`src/design/det_pkg.sv`:
```
// Shared constants, status codes and controller/datapath interface types for the directory table.
`default_nettype none
package det_pkg;

    localparam int TABLE_SLOTS = 32;
    localparam int NAME_BYTES  = 8;
    localparam int NAME_W      = 8 * NAME_BYTES;
    localparam int INODE_W     = 16;
    localparam int LEN_W       = 8;
    localparam int SLOT_W      = $clog2(TABLE_SLOTS);
    localparam int PROBE_W     = SLOT_W + 1;
    localparam int OUT_SLOT_W  = 5;
    localparam int ENTRY_W     = NAME_W + INODE_W;

    localparam logic [7:0] CH_QUESTION = 8'd63;
    localparam logic [7:0] CH_BAR      = 8'd124;
    localparam logic [7:0] CH_A        = 8'h61;
    localparam logic [7:0] CH_B        = 8'h62;
    localparam logic [7:0] CH_C        = 8'h63;
    localparam logic [7:0] CH_D        = 8'h64;
    localparam int         PROBE_STEP  = 4;

    typedef enum logic [2:0] {
        ST_OK        = 3'd0,
        ST_TOO_LONG  = 3'd1,
        ST_ILLEGAL   = 3'd2,
        ST_DUPLICATE = 3'd3,
        ST_NO_SPACE  = 3'd4,
        ST_NOT_FOUND = 3'd5
    } t_status;

    // Commands from the controller to the datapath.
    typedef struct packed {
        logic    load;
        logic    cnt_top;
        logic    cnt_zero;
        logic    cnt_dec;
        logic    cnt_inc;
        logic    probe_step;
        logic    rd;
        logic    wr_probe;
        logic    wr_cnt;
        logic    del;
        logic    out_load;
        t_status status;
    } t_cmd;

    // Status from the datapath to the controller.
    typedef struct packed {
        logic is_delete;
        logic too_long;
        logic illegal;
        logic name_hit;
        logic hit_dup;
        logic cnt_at_zero;
        logic cnt_at_last;
        logic probe_over;
        logic probe_free;
        logic scan_free;
        logic del_hit;
        logic out_busy;
    } t_sts;

endpackage
`default_nettype wire

```
`src/design/det_ram.sv`:
```
// Generic single-write, single-read RAM with registered read data.
`default_nettype none
module det_ram #(
    parameter int WIDTH = 8,
    parameter int DEPTH = 32
) (
    input  wire logic                     i_clk,
    input  wire logic                     i_we,
    input  wire logic [$clog2(DEPTH)-1:0] i_waddr,
    input  wire logic [WIDTH-1:0]         i_wdata,
    input  wire logic                     i_re,
    input  wire logic [$clog2(DEPTH)-1:0] i_raddr,
    output logic      [WIDTH-1:0]         o_rdata
);

    logic [WIDTH-1:0] r_mem [DEPTH];

    always_ff @(posedge i_clk) begin
        if (i_we) begin
            r_mem[i_waddr] <= i_wdata;
        end
        if (i_re) begin
            o_rdata <= r_mem[i_raddr];
        end
    end

endmodule
`default_nettype wire

```
`src/design/det_ctrl.sv`:
```
// Sequencer for insert and delete: drives datapath commands from its status.
`default_nettype none
module det_ctrl (
    input  wire logic          i_clk,
    input  wire logic          i_rst_n,
    input  wire logic          i_in_valid,
    output logic               o_in_stall,
    input  wire det_pkg::t_sts i_sts,
    output det_pkg::t_cmd      o_cmd
);
    import det_pkg::*;

    typedef enum logic [9:0] {
        S_IDLE    = 10'b00_0000_0001,
        S_CHECK   = 10'b00_0000_0010,
        S_DUP_RD  = 10'b00_0000_0100,
        S_DUP_CMP = 10'b00_0000_1000,
        S_PROBE   = 10'b00_0001_0000,
        S_SCAN    = 10'b00_0010_0000,
        S_DEL_RD  = 10'b00_0100_0000,
        S_DEL_CMP = 10'b00_1000_0000,
        S_FINISH  = 10'b01_0000_0000,
        S_SPARE   = 10'b10_0000_0000
    } t_state;

    t_state  r_state, n_state;
    t_status r_status, n_status;

    always_ff @(posedge i_clk) begin
        if (!i_rst_n) begin
            r_state  <= S_IDLE;
            r_status <= ST_OK;
        end else begin
            r_state  <= n_state;
            r_status <= n_status;
        end
    end

    assign o_in_stall = (r_state != S_IDLE);

    always_comb begin
        n_state  = r_state;
        n_status = r_status;
        o_cmd    = '0;
        o_cmd.status = r_status;
        case (r_state)
            S_IDLE: begin
                if (i_in_valid) begin
                    o_cmd.load = 1'b1;
                    n_state    = S_CHECK;
                end
            end
            S_CHECK: begin
                if (i_sts.is_delete) begin
                    o_cmd.cnt_zero = 1'b1;
                    n_state        = S_DEL_RD;
                end else if (i_sts.too_long) begin
                    n_status = ST_TOO_LONG;
                    n_state  = S_FINISH;
                end else if (i_sts.illegal) begin
                    n_status = ST_ILLEGAL;
                    n_state  = S_FINISH;
                end else begin
                    o_cmd.cnt_top = 1'b1;
                    n_state       = S_DUP_RD;
                end
            end
            S_DUP_RD: begin
                o_cmd.rd = 1'b1;
                n_state  = S_DUP_CMP;
            end
            S_DUP_CMP: begin
                // Highest matching slot decides; scan runs top down.
                if (i_sts.name_hit) begin
                    if (i_sts.hit_dup) begin
                        n_status = ST_DUPLICATE;
                        n_state  = S_FINISH;
                    end else begin
                        n_state = S_PROBE;
                    end
                end else if (i_sts.cnt_at_zero) begin
                    n_state = S_PROBE;
                end else begin
                    o_cmd.cnt_dec = 1'b1;
                    n_state       = S_DUP_RD;
                end
            end
            S_PROBE: begin
                if (i_sts.probe_over) begin
                    o_cmd.cnt_top = 1'b1;
                    n_state       = S_SCAN;
                end else if (i_sts.probe_free) begin
                    o_cmd.wr_probe = 1'b1;
                    n_status       = ST_OK;
                    n_state        = S_FINISH;
                end else begin
                    o_cmd.probe_step = 1'b1;
                end
            end
            S_SCAN: begin
                if (i_sts.scan_free) begin
                    o_cmd.wr_cnt = 1'b1;
                    n_status     = ST_OK;
                    n_state      = S_FINISH;
                end else if (i_sts.cnt_at_zero) begin
                    n_status = ST_NO_SPACE;
                    n_state  = S_FINISH;
                end else begin
                    o_cmd.cnt_dec = 1'b1;
                end
            end
            S_DEL_RD: begin
                o_cmd.rd = 1'b1;
                n_state  = S_DEL_CMP;
            end
            S_DEL_CMP: begin
                if (i_sts.del_hit) begin
                    o_cmd.del = 1'b1;
                    n_status  = ST_OK;
                    n_state   = S_FINISH;
                end else if (i_sts.cnt_at_last) begin
                    n_status = ST_NOT_FOUND;
                    n_state  = S_FINISH;
                end else begin
                    o_cmd.cnt_inc = 1'b1;
                    n_state       = S_DEL_RD;
                end
            end
            S_FINISH: begin
                // Hold until the output register can take the word.
                if (!i_sts.out_busy) begin
                    o_cmd.out_load = 1'b1;
                    n_state        = S_IDLE;
                end
            end
            default: begin
                n_state = S_IDLE;
            end
        endcase
    end

endmodule
`default_nettype wire

```
`src/design/det_dp.sv`:
```
// Datapath: input capture, name checks, slot-used flags, entry RAM, counters, output register.
`default_nettype none
module det_dp (
    input  wire logic                         i_clk,
    input  wire logic                         i_rst_n,
    input  wire det_pkg::t_cmd                i_cmd,
    output det_pkg::t_sts                     o_sts,
    input  wire logic                         i_operation,
    input  wire logic [det_pkg::NAME_W-1:0]   i_entry_name,
    input  wire logic [det_pkg::LEN_W-1:0]    i_name_length,
    input  wire logic [det_pkg::INODE_W-1:0]  i_inode_number,
    output logic                              o_out_valid,
    input  wire logic                         i_out_stall,
    output logic [2:0]                        o_status,
    output logic [det_pkg::OUT_SLOT_W-1:0]    o_slot_index
);
    import det_pkg::*;

    logic                   r_op;
    logic [NAME_W-1:0]      r_name;
    logic [INODE_W-1:0]     r_inode;
    logic                   r_too_long;
    logic                   r_illegal;
    logic [PROBE_W-1:0]     r_probe;
    logic [SLOT_W-1:0]      r_cnt;
    logic [SLOT_W-1:0]      r_slot;
    logic [TABLE_SLOTS-1:0] r_used;
    logic                   r_out_valid;
    t_status                r_out_status;
    logic [OUT_SLOT_W-1:0]  r_out_slot;

    // Name trim and character check on the incoming word.
    logic [NAME_W-1:0] trim_name;
    logic              trim_illegal;
    logic              alive;
    logic [7:0]        cur_byte;
    logic [PROBE_W-1:0] probe_start;

    always_comb begin
        trim_name    = '0;
        trim_illegal = 1'b0;
        alive        = 1'b1;
        cur_byte     = '0;
        for (int k = 0; k < NAME_BYTES; k++) begin
            cur_byte = i_entry_name[8*k +: 8];
            if (cur_byte == 8'd0) begin
                alive = 1'b0;
            end
            if (alive) begin
                trim_name[8*k +: 8] = cur_byte;
                if (cur_byte == CH_QUESTION || cur_byte == CH_BAR) begin
                    trim_illegal = 1'b1;
                end
            end
        end
    end

    always_comb begin
        case (i_entry_name[7:0])
            CH_A:    probe_start = PROBE_W'(0);
            CH_B:    probe_start = PROBE_W'(1);
            CH_C:    probe_start = PROBE_W'(2);
            CH_D:    probe_start = PROBE_W'(3);
            default: probe_start = PROBE_W'(4);
        endcase
    end

    // Entry RAM: {inode, name}; a slot not in use reads as all zero.
    logic [ENTRY_W-1:0] rd_entry;
    logic               ram_we;
    logic [SLOT_W-1:0]  ram_waddr;
    logic [SLOT_W-1:0]  probe_slot;

    assign probe_slot = r_probe[SLOT_W-1:0];
    assign ram_we     = i_cmd.wr_probe | i_cmd.wr_cnt;
    assign ram_waddr  = i_cmd.wr_probe ? probe_slot : r_cnt;

    det_ram #(
        .WIDTH (ENTRY_W),
        .DEPTH (TABLE_SLOTS)
    ) u_entry_ram (
        .i_clk   (i_clk),
        .i_we    (ram_we),
        .i_waddr (ram_waddr),
        .i_wdata ({r_inode, r_name}),
        .i_re    (i_cmd.rd),
        .i_raddr (r_cnt),
        .o_rdata (rd_entry)
    );

    logic               cnt_used;
    logic [NAME_W-1:0]  eff_name;
    logic [INODE_W-1:0] eff_inode;

    assign cnt_used  = r_used[r_cnt];
    assign eff_name  = cnt_used ? rd_entry[NAME_W-1:0] : '0;
    assign eff_inode = cnt_used ? rd_entry[NAME_W +: INODE_W] : '0;

    always_comb begin
        o_sts             = '0;
        o_sts.is_delete   = r_op;
        o_sts.too_long    = r_too_long;
        o_sts.illegal     = r_illegal;
        o_sts.name_hit    = (eff_name == r_name);
        o_sts.hit_dup     = !cnt_used || (eff_inode != '0);
        o_sts.cnt_at_zero = (r_cnt == '0);
        o_sts.cnt_at_last = (r_cnt == SLOT_W'(TABLE_SLOTS - 1));
        o_sts.probe_over  = (r_probe >= PROBE_W'(TABLE_SLOTS));
        o_sts.probe_free  = !r_used[probe_slot];
        o_sts.scan_free   = !cnt_used;
        o_sts.del_hit     = cnt_used && (eff_inode == r_inode);
        o_sts.out_busy    = r_out_valid && i_out_stall;
    end

    // Capture, counters and result slot.
    always_ff @(posedge i_clk) begin
        if (i_cmd.load) begin
            r_op       <= i_operation;
            r_name     <= trim_name;
            r_inode    <= i_inode_number;
            r_too_long <= (i_name_length > LEN_W'(NAME_BYTES));
            r_illegal  <= trim_illegal;
            r_probe    <= probe_start;
        end else if (i_cmd.probe_step) begin
            r_probe <= r_probe + PROBE_W'(PROBE_STEP);
        end

        if (i_cmd.cnt_top) begin
            r_cnt <= SLOT_W'(TABLE_SLOTS - 1);
        end else if (i_cmd.cnt_zero) begin
            r_cnt <= '0;
        end else if (i_cmd.cnt_dec) begin
            r_cnt <= r_cnt - SLOT_W'(1);
        end else if (i_cmd.cnt_inc) begin
            r_cnt <= r_cnt + SLOT_W'(1);
        end

        if (i_cmd.wr_probe) begin
            r_slot <= probe_slot;
        end else if (i_cmd.wr_cnt || i_cmd.del) begin
            r_slot <= r_cnt;
        end
    end

    // Slot-used flags; clearing a flag frees the slot, and its entry then reads as all zero.
    always_ff @(posedge i_clk) begin
        if (!i_rst_n) begin
            r_used <= '0;
        end else if (ram_we) begin
            r_used[ram_waddr] <= 1'b1;
        end else if (i_cmd.del) begin
            r_used[r_cnt] <= 1'b0;
        end
    end

    // Output register.
    logic [SLOT_W+OUT_SLOT_W-1:0] slot_ext;
    assign slot_ext = {{OUT_SLOT_W{1'b0}}, r_slot};

    always_ff @(posedge i_clk) begin
        if (!i_rst_n) begin
            r_out_valid <= 1'b0;
        end else if (i_cmd.out_load) begin
            r_out_valid <= 1'b1;
        end else if (!i_out_stall) begin
            r_out_valid <= 1'b0;
        end
        if (i_cmd.out_load) begin
            r_out_status <= i_cmd.status;
            r_out_slot   <= (i_cmd.status == ST_OK) ? slot_ext[OUT_SLOT_W-1:0] : '0;
        end
    end

    assign o_out_valid  = r_out_valid;
    assign o_status     = r_out_status;
    assign o_slot_index = r_out_slot;

endmodule
`default_nettype wire

```
`src/design/directory_entry_table_top.sv`:
```
// Top level of the directory entry table: controller plus datapath.
//
//  channel | direction | handshake                | word fields
//  --------+-----------+--------------------------+---------------------------------------
//  in      | to block  | i_in_valid / o_in_stall  | operation, entry_name, name_length,
//          |           |                          | inode_number
//  out     | from block| o_out_valid / i_out_stall| status, slot_index
//
// One word in at a time; each produces one result word.
// Insert: accept and check the word, read and compare each slot of the entry RAM top
// down for a duplicate, probe the used flags in steps of PROBE_STEP, scan the flags
// top down for a free slot if the probe runs past the table, then load the result.
// Delete: read and compare each slot of the entry RAM bottom up, then load the result.
// The single read port of the entry RAM paces both scans.
// Reset (synchronous, active low) frees every slot at once; no clearing pass.
// A result waiting under i_out_stall holds the output register; the next word is
// still taken and worked on, and its result waits until the register frees up.
`default_nettype none
module directory_entry_table_top (
    input  wire logic                         i_clk,
    input  wire logic                         i_rst_n,
    input  wire logic                         i_in_valid,
    output logic                              o_in_stall,
    input  wire logic                         i_operation,
    input  wire logic [det_pkg::NAME_W-1:0]   i_entry_name,
    input  wire logic [det_pkg::LEN_W-1:0]    i_name_length,
    input  wire logic [det_pkg::INODE_W-1:0]  i_inode_number,
    output logic                              o_out_valid,
    input  wire logic                         i_out_stall,
    output logic [2:0]                        o_status,
    output logic [det_pkg::OUT_SLOT_W-1:0]    o_slot_index
);
    import det_pkg::*;

    t_cmd cmd;
    t_sts sts;

    // Sequence the lookups and writes.
    det_ctrl u_ctrl (
        .i_clk      (i_clk),
        .i_rst_n    (i_rst_n),
        .i_in_valid (i_in_valid),
        .o_in_stall (o_in_stall),
        .i_sts      (sts),
        .o_cmd      (cmd)
    );

    // Hold the table, the counters and the result word.
    det_dp u_dp (
        .i_clk          (i_clk),
        .i_rst_n        (i_rst_n),
        .i_cmd          (cmd),
        .o_sts          (sts),
        .i_operation    (i_operation),
        .i_entry_name   (i_entry_name),
        .i_name_length  (i_name_length),
        .i_inode_number (i_inode_number),
        .o_out_valid    (o_out_valid),
        .i_out_stall    (i_out_stall),
        .o_status       (o_status),
        .o_slot_index   (o_slot_index)
    );

endmodule
`default_nettype wire
```
`config.mk`:
```
export PLATFORM = sky130hd
export DESIGN_NAME = directory_entry_table_top
export DESIGN_NICKNAME = d
export VERILOG_FILES = /design/src/design/det_pkg.sv /design/src/design/det_ram.sv /design/src/design/det_ctrl.sv /design/src/design/det_dp.sv /design/src/design/directory_entry_table_top.sv
export SDC_FILE = /design/constraint.sdc
export NUM_CORES = 2
export LEC_CHECK = 0
export ABC_AREA = 0
export BUFFER_PORTS_ARGS = -buffer_cell sky130_fd_sc_hd__buf_4
export CAP_MARGIN = 40
export CELL_PAD_IN_SITES_DETAIL_PLACEMENT = 0
export CELL_PAD_IN_SITES_GLOBAL_PLACEMENT = 1
export CORE_ASPECT_RATIO = 0.8
export CORE_MARGIN = 3
export CORE_UTILIZATION = 42
export DETAILED_ROUTE_END_ITERATION = 10
export HOLD_SLACK_MARGIN = 0.03
export PLACE_DENSITY_LB_ADDON = 0.1
export SETUP_SLACK_MARGIN = 0.15
export SLEW_MARGIN = 20
export SYNTH_ARGS = -nofsm -noshare
export SYNTH_HDL_FRONTEND = slang
export SYNTH_HIERARCHICAL = 1
export SYNTH_SLANG_ARGS = --single-unit
```
`constraint.sdc`:
```
create_clock -name i_clk -period 10.5 [get_ports i_clk]
set_input_delay 1.05 -clock i_clk [delete_from_list [all_inputs] [get_ports i_clk]]
set_output_delay 1.05 -clock i_clk [all_outputs]
set_load 0.02 [all_outputs]
```
==> Word level (Yosys, flattened, before mapping) <==
Memory sizes are Yosys's and may differ from the RTL's. A register that Yosys moved wholly into a read port is not among the register bits.
Cells that the tools add are included.
{ "totals": {"in_bits": 93, "reg_bits": 153, "out_inout_bits": 10, "n_memories": 1, "elab_cells": 220, "mem_bits_rw": 2560} }
{ "mem_list": {"columns": ["memory", "words", "width", "read_ports", "rd_ports_with_merged_regs", "wr", "line_no", "source"], "rows": [
  ["u_dp.u_entry_ram.r_mem", 32, 80, 1, 1, 1, "det_ram.sv:16", "logic [WIDTH-1:0] r_mem [DEPTH];"]
]} }
{ "op_classes": {"reduce_logical": 34, "n_eq_ne": 45, "n_bitwise": 4, "n_mux": 105, "add_sub_neg": 3, "n_lt_le_gt_ge": 7} }
{ "ops": {"columns": ["op", "n"], "rows": [
  ["== test 8 x 7 -> 1 bit (second input constant)", 12],
  ["one-hot mux 10 bit (9 select lines)", 1],
  ["two-way mux 10 bit", 7],
  ["== test 64 bit", 1],
  ["== test 8 x 6 -> 1 bit (second input constant)", 8],
  ["zero test 8 bit", 8],
  ["two-way mux 32 bit", 2],
  ["two-way mux 64 bit", 1],
  ["two-way mux 1 bit", 59],
  ["two-way mux 9 bit", 6],
  ["two-way mux 5 bit", 7],
  ["two-way mux 3 bit", 11],
  ["bitwise AND 32 bit", 1],
  ["NOT 32 bit", 1],
  ["OR 32 bit", 1],
  ["less-than comparator 5 x 6 -> 1 bit (second input constant)", 3],
  ["== test 16 bit", 1],
  ["two-way mux 16 bit", 1],
  ["nonzero test 16 bit", 1],
  ["one-hot mux 3 bit (5 select lines)", 1],
  ["!= test 2 bit (second input constant)", 7],
  ["two-way mux 6 bit", 2],
  ["one-hot mux 3 bit (4 select lines)", 1],
  ["binary-select mux 1 bit (select 5 bit)", 2],
  ["34 further kinds", 53]
]} }

==> Logic depth before layout (Yosys ltp) <==
{ "logic_depth": {"ltp_word": 18, "mapped_depth": 21} }

==> Modules after synthesis <==
The synthesis kept the hierarchy.
{ "modules_own_cells": {"columns": ["module", "instances", "area_each_um2", "cells_per_inst", "seq_area_each_um2"], "rows": [
  ["det_ram", 1, 99704.4, 4683, 79276.0],
  ["det_dp", 1, 8210.4, 833, 3823.7],
  ["det_ctrl", 1, 842.1, 109, 240.2]
]} }

==> Worst setup path before layout <==
No wires, ideal clock.
{ "synth_timing": {"kind": "reg2reg", "start": "register u_dp.r_probe[0]", "end": "memory u_dp/u_entry_ram/r_mem[17][0] (netlist bit) (enable)", "stages_incl_launch_ff": 12, "path_buffers": 2, "path_slack_ns": 3.053, "required_ns": 9.981, "setup_time_ns": 0.519, "arrival_ns": 6.928, "cell_sequence": "edfxtp_1 > clkbuf_1 > mux4_2 > mux4_2 > mux2i_1 > nor2b_1 > nor2b_1 > clkbuf_1 > mux2i_1 > inv_1 > or3b_2 > nor2_1"} }
{ "synth_rtl": {"columns": ["item", "line_no", "source"], "rows": [
  ["start: declaration", "det_dp.sv:24", "logic [PROBE_W-1:0] r_probe;"],
  ["start signal: assignment", "det_dp.sv:123", "r_probe <= probe_start;"],
  ["start signal: assignment", "det_dp.sv:125", "r_probe <= r_probe + PROBE_W'(PROBE_STEP);"],
  ["end: declaration", "det_ram.sv:16", null]
]} }

==> run_results.csv <==
group,metric,value,unit
status,outcome,"finished with violations",
status,violations,"antenna violations",
synthesis,synth-edff-count,2742,
die,fp.dieArea,0.265,sq mm
power_and_ir_drop,powerDensity,218,mW/mm^2
sta,skew,0.0347,ns
clock_network,clkTransAtPathRegs,0.06,ns
hold_path,min_path_type,"in2reg",
synthesis,synthAdderAreaFrac,0.0759,%
synthesis,syn_nets,5724,
die,start_util,42.4,%
die,core,0.257,sq mm
clock_network,cts_tree,"built",
synthesis,syn_inst,5625,
global_routing,antenna_found_initial,19,
detailed_routing,ant_nets,1,
synthesis,avgSynthCellArea,19.3,sq um
synthesis,synth_warnings,6,
synthesis,synth-simple-area-share,3.42,%
sta,rsz0062_at_grt,"false",
finish,multi_input_area,0.0242,sq mm
global_routing,grt_pass1_vias,56500,
synthesis,async_flop_share,0,%
setup_path,cp.required,11.22,ns
synthesis,ys_ff_latch,2792,
synthesis,ys_seq_area_share,76.6,%
synthesis,synth_top_flop_cell,"edfxtp_1",
sta,period_needed,7.23,ns
setup_path,path_max_fanout,58,
sta,worstMarginPinSlew,1.00,ns
synthesis,synth.area.mux_share,12.9,%
placed_design,place_hpwl,200000,microns
finish,seq_area,0.0834,sq mm
sta,setup_viol,0,
clock_network,post-cts-setup-buffers,0,
sta,slew_headroom,33.3,%
setup_path,cp-start-kind,"flop",
sta,fmax,138,MHz
finish,nFillCells,21200,
finish,nets,6073,
clock_network,clkSinkCount,2792,
detailed_routing,vias_per_cell,6.02,
global_routing,gr-total-overflow,0,
die,io_pins,103,
sta,min_period_over_period,68.9,%
placed_design,globalplace.congestion,0.802,
detailed_routing,first_pass_iters,6,
detailed_routing,wl_per_cell,35.5,microns
placed_design,io_buffers,102,
clock_network,clkLatencyLatePin,0.87,ns
flow_run,maxCapViolations,0,
setup_path,crit_path_end_kind,"flop",
sta,setup_ws,3.27,ns
synthesis,synth_top_family_by_area,"multiplexers",
clock_network,cts_buffers,293,
clock_network,cts_resized,0,
detailed_routing,vias,58100,
synthesis,synth_cell_type_count,75,
finish,drive_above_1_share,18.7,%
detailed_routing,drc,0,
global_routing,grt_pass1_wl,467000,microns
die,die_h,461,microns
detailed_routing,drt-initial-drc-count,6758,
finish,syn_to_final_growth,14.5,%
sta,slew_violations,0,
power_and_ir_drop,ir_drop,0.144,mV
sta,hold_viol,0,
synthesis,synth_area,0.109,sq mm
synthesis,synth_compound_area_share,4.95,%
clock_network,cts_max_level,5,
clock_network,cts_root_buf,"clkbuf_16",
clock_network,cts_buffer_depth,4,
die,std_cell_rows,166,
global_routing,grt_start_max_net_pins,88,
placed_design,dp_slack,3.42,ns
sta,setup_tns,0,ns
global_routing,grtUsageTotal,25.4,%
setup_path,regToRegSetupSlack,3.27,ns
detailed_routing,finalWirelength,342000,microns
clock_network,hold_buffers,0,
setup_path,crit_arrival,7.96,ns
power_and_ir_drop,leakage,37.6,nW
setup_path,critPathKind,"reg2reg",
synthesis,synth_xor_area_share,0.475,%
die,die_x,575,microns
[per-stage QoR]
| step | hold WS [ns] | cell area [sq um] | power [mW] | cells | utilization (%) |
|---|---|---|---|---|---|
| detailed placement | 0.461 | 115000 | 17.4 | 9109 | 44.9 |
| global route | 0.330 | 124000 | 28.0 | 9630 | 48.5 |
| CTS | 0.306 | 124000 | 27.3 | 9615 | 48.4 |
| global placement | 0.465 | 114000 | 17.3 | 9073 | 44.6 |
| floorplan | 0.431 | 109000 | 15.6 | 5625 | - |
| finish | 0.368 | 124000 | 27.1 | 9642 | 48.5 |
[placed cells by master, fill, tap and decap left out, types with 13 or more instances in the layout]
master	count
diode_2	13
nand4_1	62
clkbuf_1	64
nor2_1	118
o21ai_0	51
nor2_4	38
nor2b_1	21
a21o_1	14
edfxtp_1	2742
buf_12	33
nand2_1	92
mux4_2	330
mux2i_1	650
nor3_1	36
buf_16	18
nand3_1	191
a21oi_1	22
clkinv_2	36
buf_4	301
a2111oi_0	15
and2_1	61
xor2_1	23
bufinv_16	19
clkinv_1	60
a21boi_0	34
dfxtp_1	45
xnor2_1	36
nor4_1	21
a22o_1	44
a22oi_1	429
clkbuf_16	302
a31oi_1	65
[registers in the layout, summed over array words and instances (netlist names)]
| name | cells |
|---|---|
| u_ctrl/r_state | 9 |
| u_ctrl/r_status | 3 |
| u_dp/o_out_valid | 1 |
| u_dp/o_slot_index | 5 |
| u_dp/o_status | 3 |
| u_dp/r_cnt | 5 |
| u_dp/r_illegal | 1 |
| u_dp/r_inode | 16 |
| u_dp/r_name | 64 |
| u_dp/r_op | 1 |
| u_dp/r_probe | 6 |
| u_dp/r_slot | 5 |
| u_dp/r_too_long | 1 |
| u_dp/r_used | 32 |
| u_dp/u_entry_ram/o_rdata | 80 |
| u_dp/u_entry_ram/r_mem | 2560 |
[synthesized netlist by cell type (50+ instances only)]
master	count	area, sq um
clkbuf_1	120	450
buf_2	127	636
nand4_1	62	388
a22oi_1	429	3220
and2_1	64	400
dfxtp_1	50	1000
nand2_1	92	345
edfxtp_1	2742	82300
nor2_1	159	597
mux2i_1	650	6510
o21ai_0	52	260
mux4_2	330	7430
a31oi_1	65	407
nand3_1	191	956
[where the power goes]
group,total [mW],switching [mW],leakage (nW),internal (mW)
Combinational,4.31,2.91,8.05,1.41
Clock,10.0,4.27,4.42,5.75
Sequential,12.8,0.104,25.1,12.7
[cell families (layout without fill, tap and decap cells)]
kind of cell,count (synthesis),in the layout
buffers and inverters,321,881
DFF,2792,2792
xor gates and xnor gates,59,59
adders and majority gates,6,6
AOI/OAI and AO/OA,733,733
other,0,13
and+or+nand+nor,723,723
muxes,991,991
[area by class of cell]
cell class,count,area share (%)
Multi-Input combinational cell,2512,19.4
Tap cell,3444,3.46
Clock inverter,137,0.972
Timing Repair Buffer,363,2.83
Inverter,12,0.0402
Antenna cell,13,0.0261
Sequential cell,2792,67.0
Clock buffer,369,6.30
[critical path, stage by stage (launching register included)]
cell	delay, ns
dfxtp_4	0.82
buf_4	0.50
nand3_1	0.27
a2111oi_0	0.54
a2111o_1	0.58
a211o_2	0.20
buf_4	0.54
o21ai_0	0.20
a2111oi_1	0.50
nand4_1	0.35
nor4_2	0.44
buf_4	0.27
buf_4	0.17
o22a_1	0.13
nor2_1	0.14
fa_1	0.52
a21o_1	0.17
a21oi_1	0.18
nor3b_1	0.07
a21oi_1	0.18
xor2_1	0.16
o21bai_1	0.07
[path summary, 6_finish.rpt]
check / startpoint / end / cells after the start
setup reg to reg: u_dp/r_cnt[2]$_SDFFE_PP1P_ / u_dp/r_cnt[4]$_SDFFE_PP1P_ / 21
hold / removal: i_inode_number[13] / u_dp/r_inode[13]$_DFFE_PP_ / 1
hold reg to reg: u_ctrl/r_status[1]$_SDFFE_PN0P_ / u_dp/o_status[1]$_DFFE_PP_ / 0
setup / recovery: u_dp/r_cnt[2]$_SDFFE_PP1P_ / u_dp/r_cnt[4]$_SDFFE_PP1P_ / 21
[routing by layer]
metal | vias up | part of all wire, % | GRT usage [%]
li1 | 24000 | - | -
met1 | 31200 | 44 | 36.8
met2 | 2486 | 45 | 38.1
met3 | 436 | 8.8 | 6.47
met4 | 4 | 2.8 | 6.80
met5 | - | 0.0070 | 0
No activity file was read; power rests on OpenSTA's default activity.
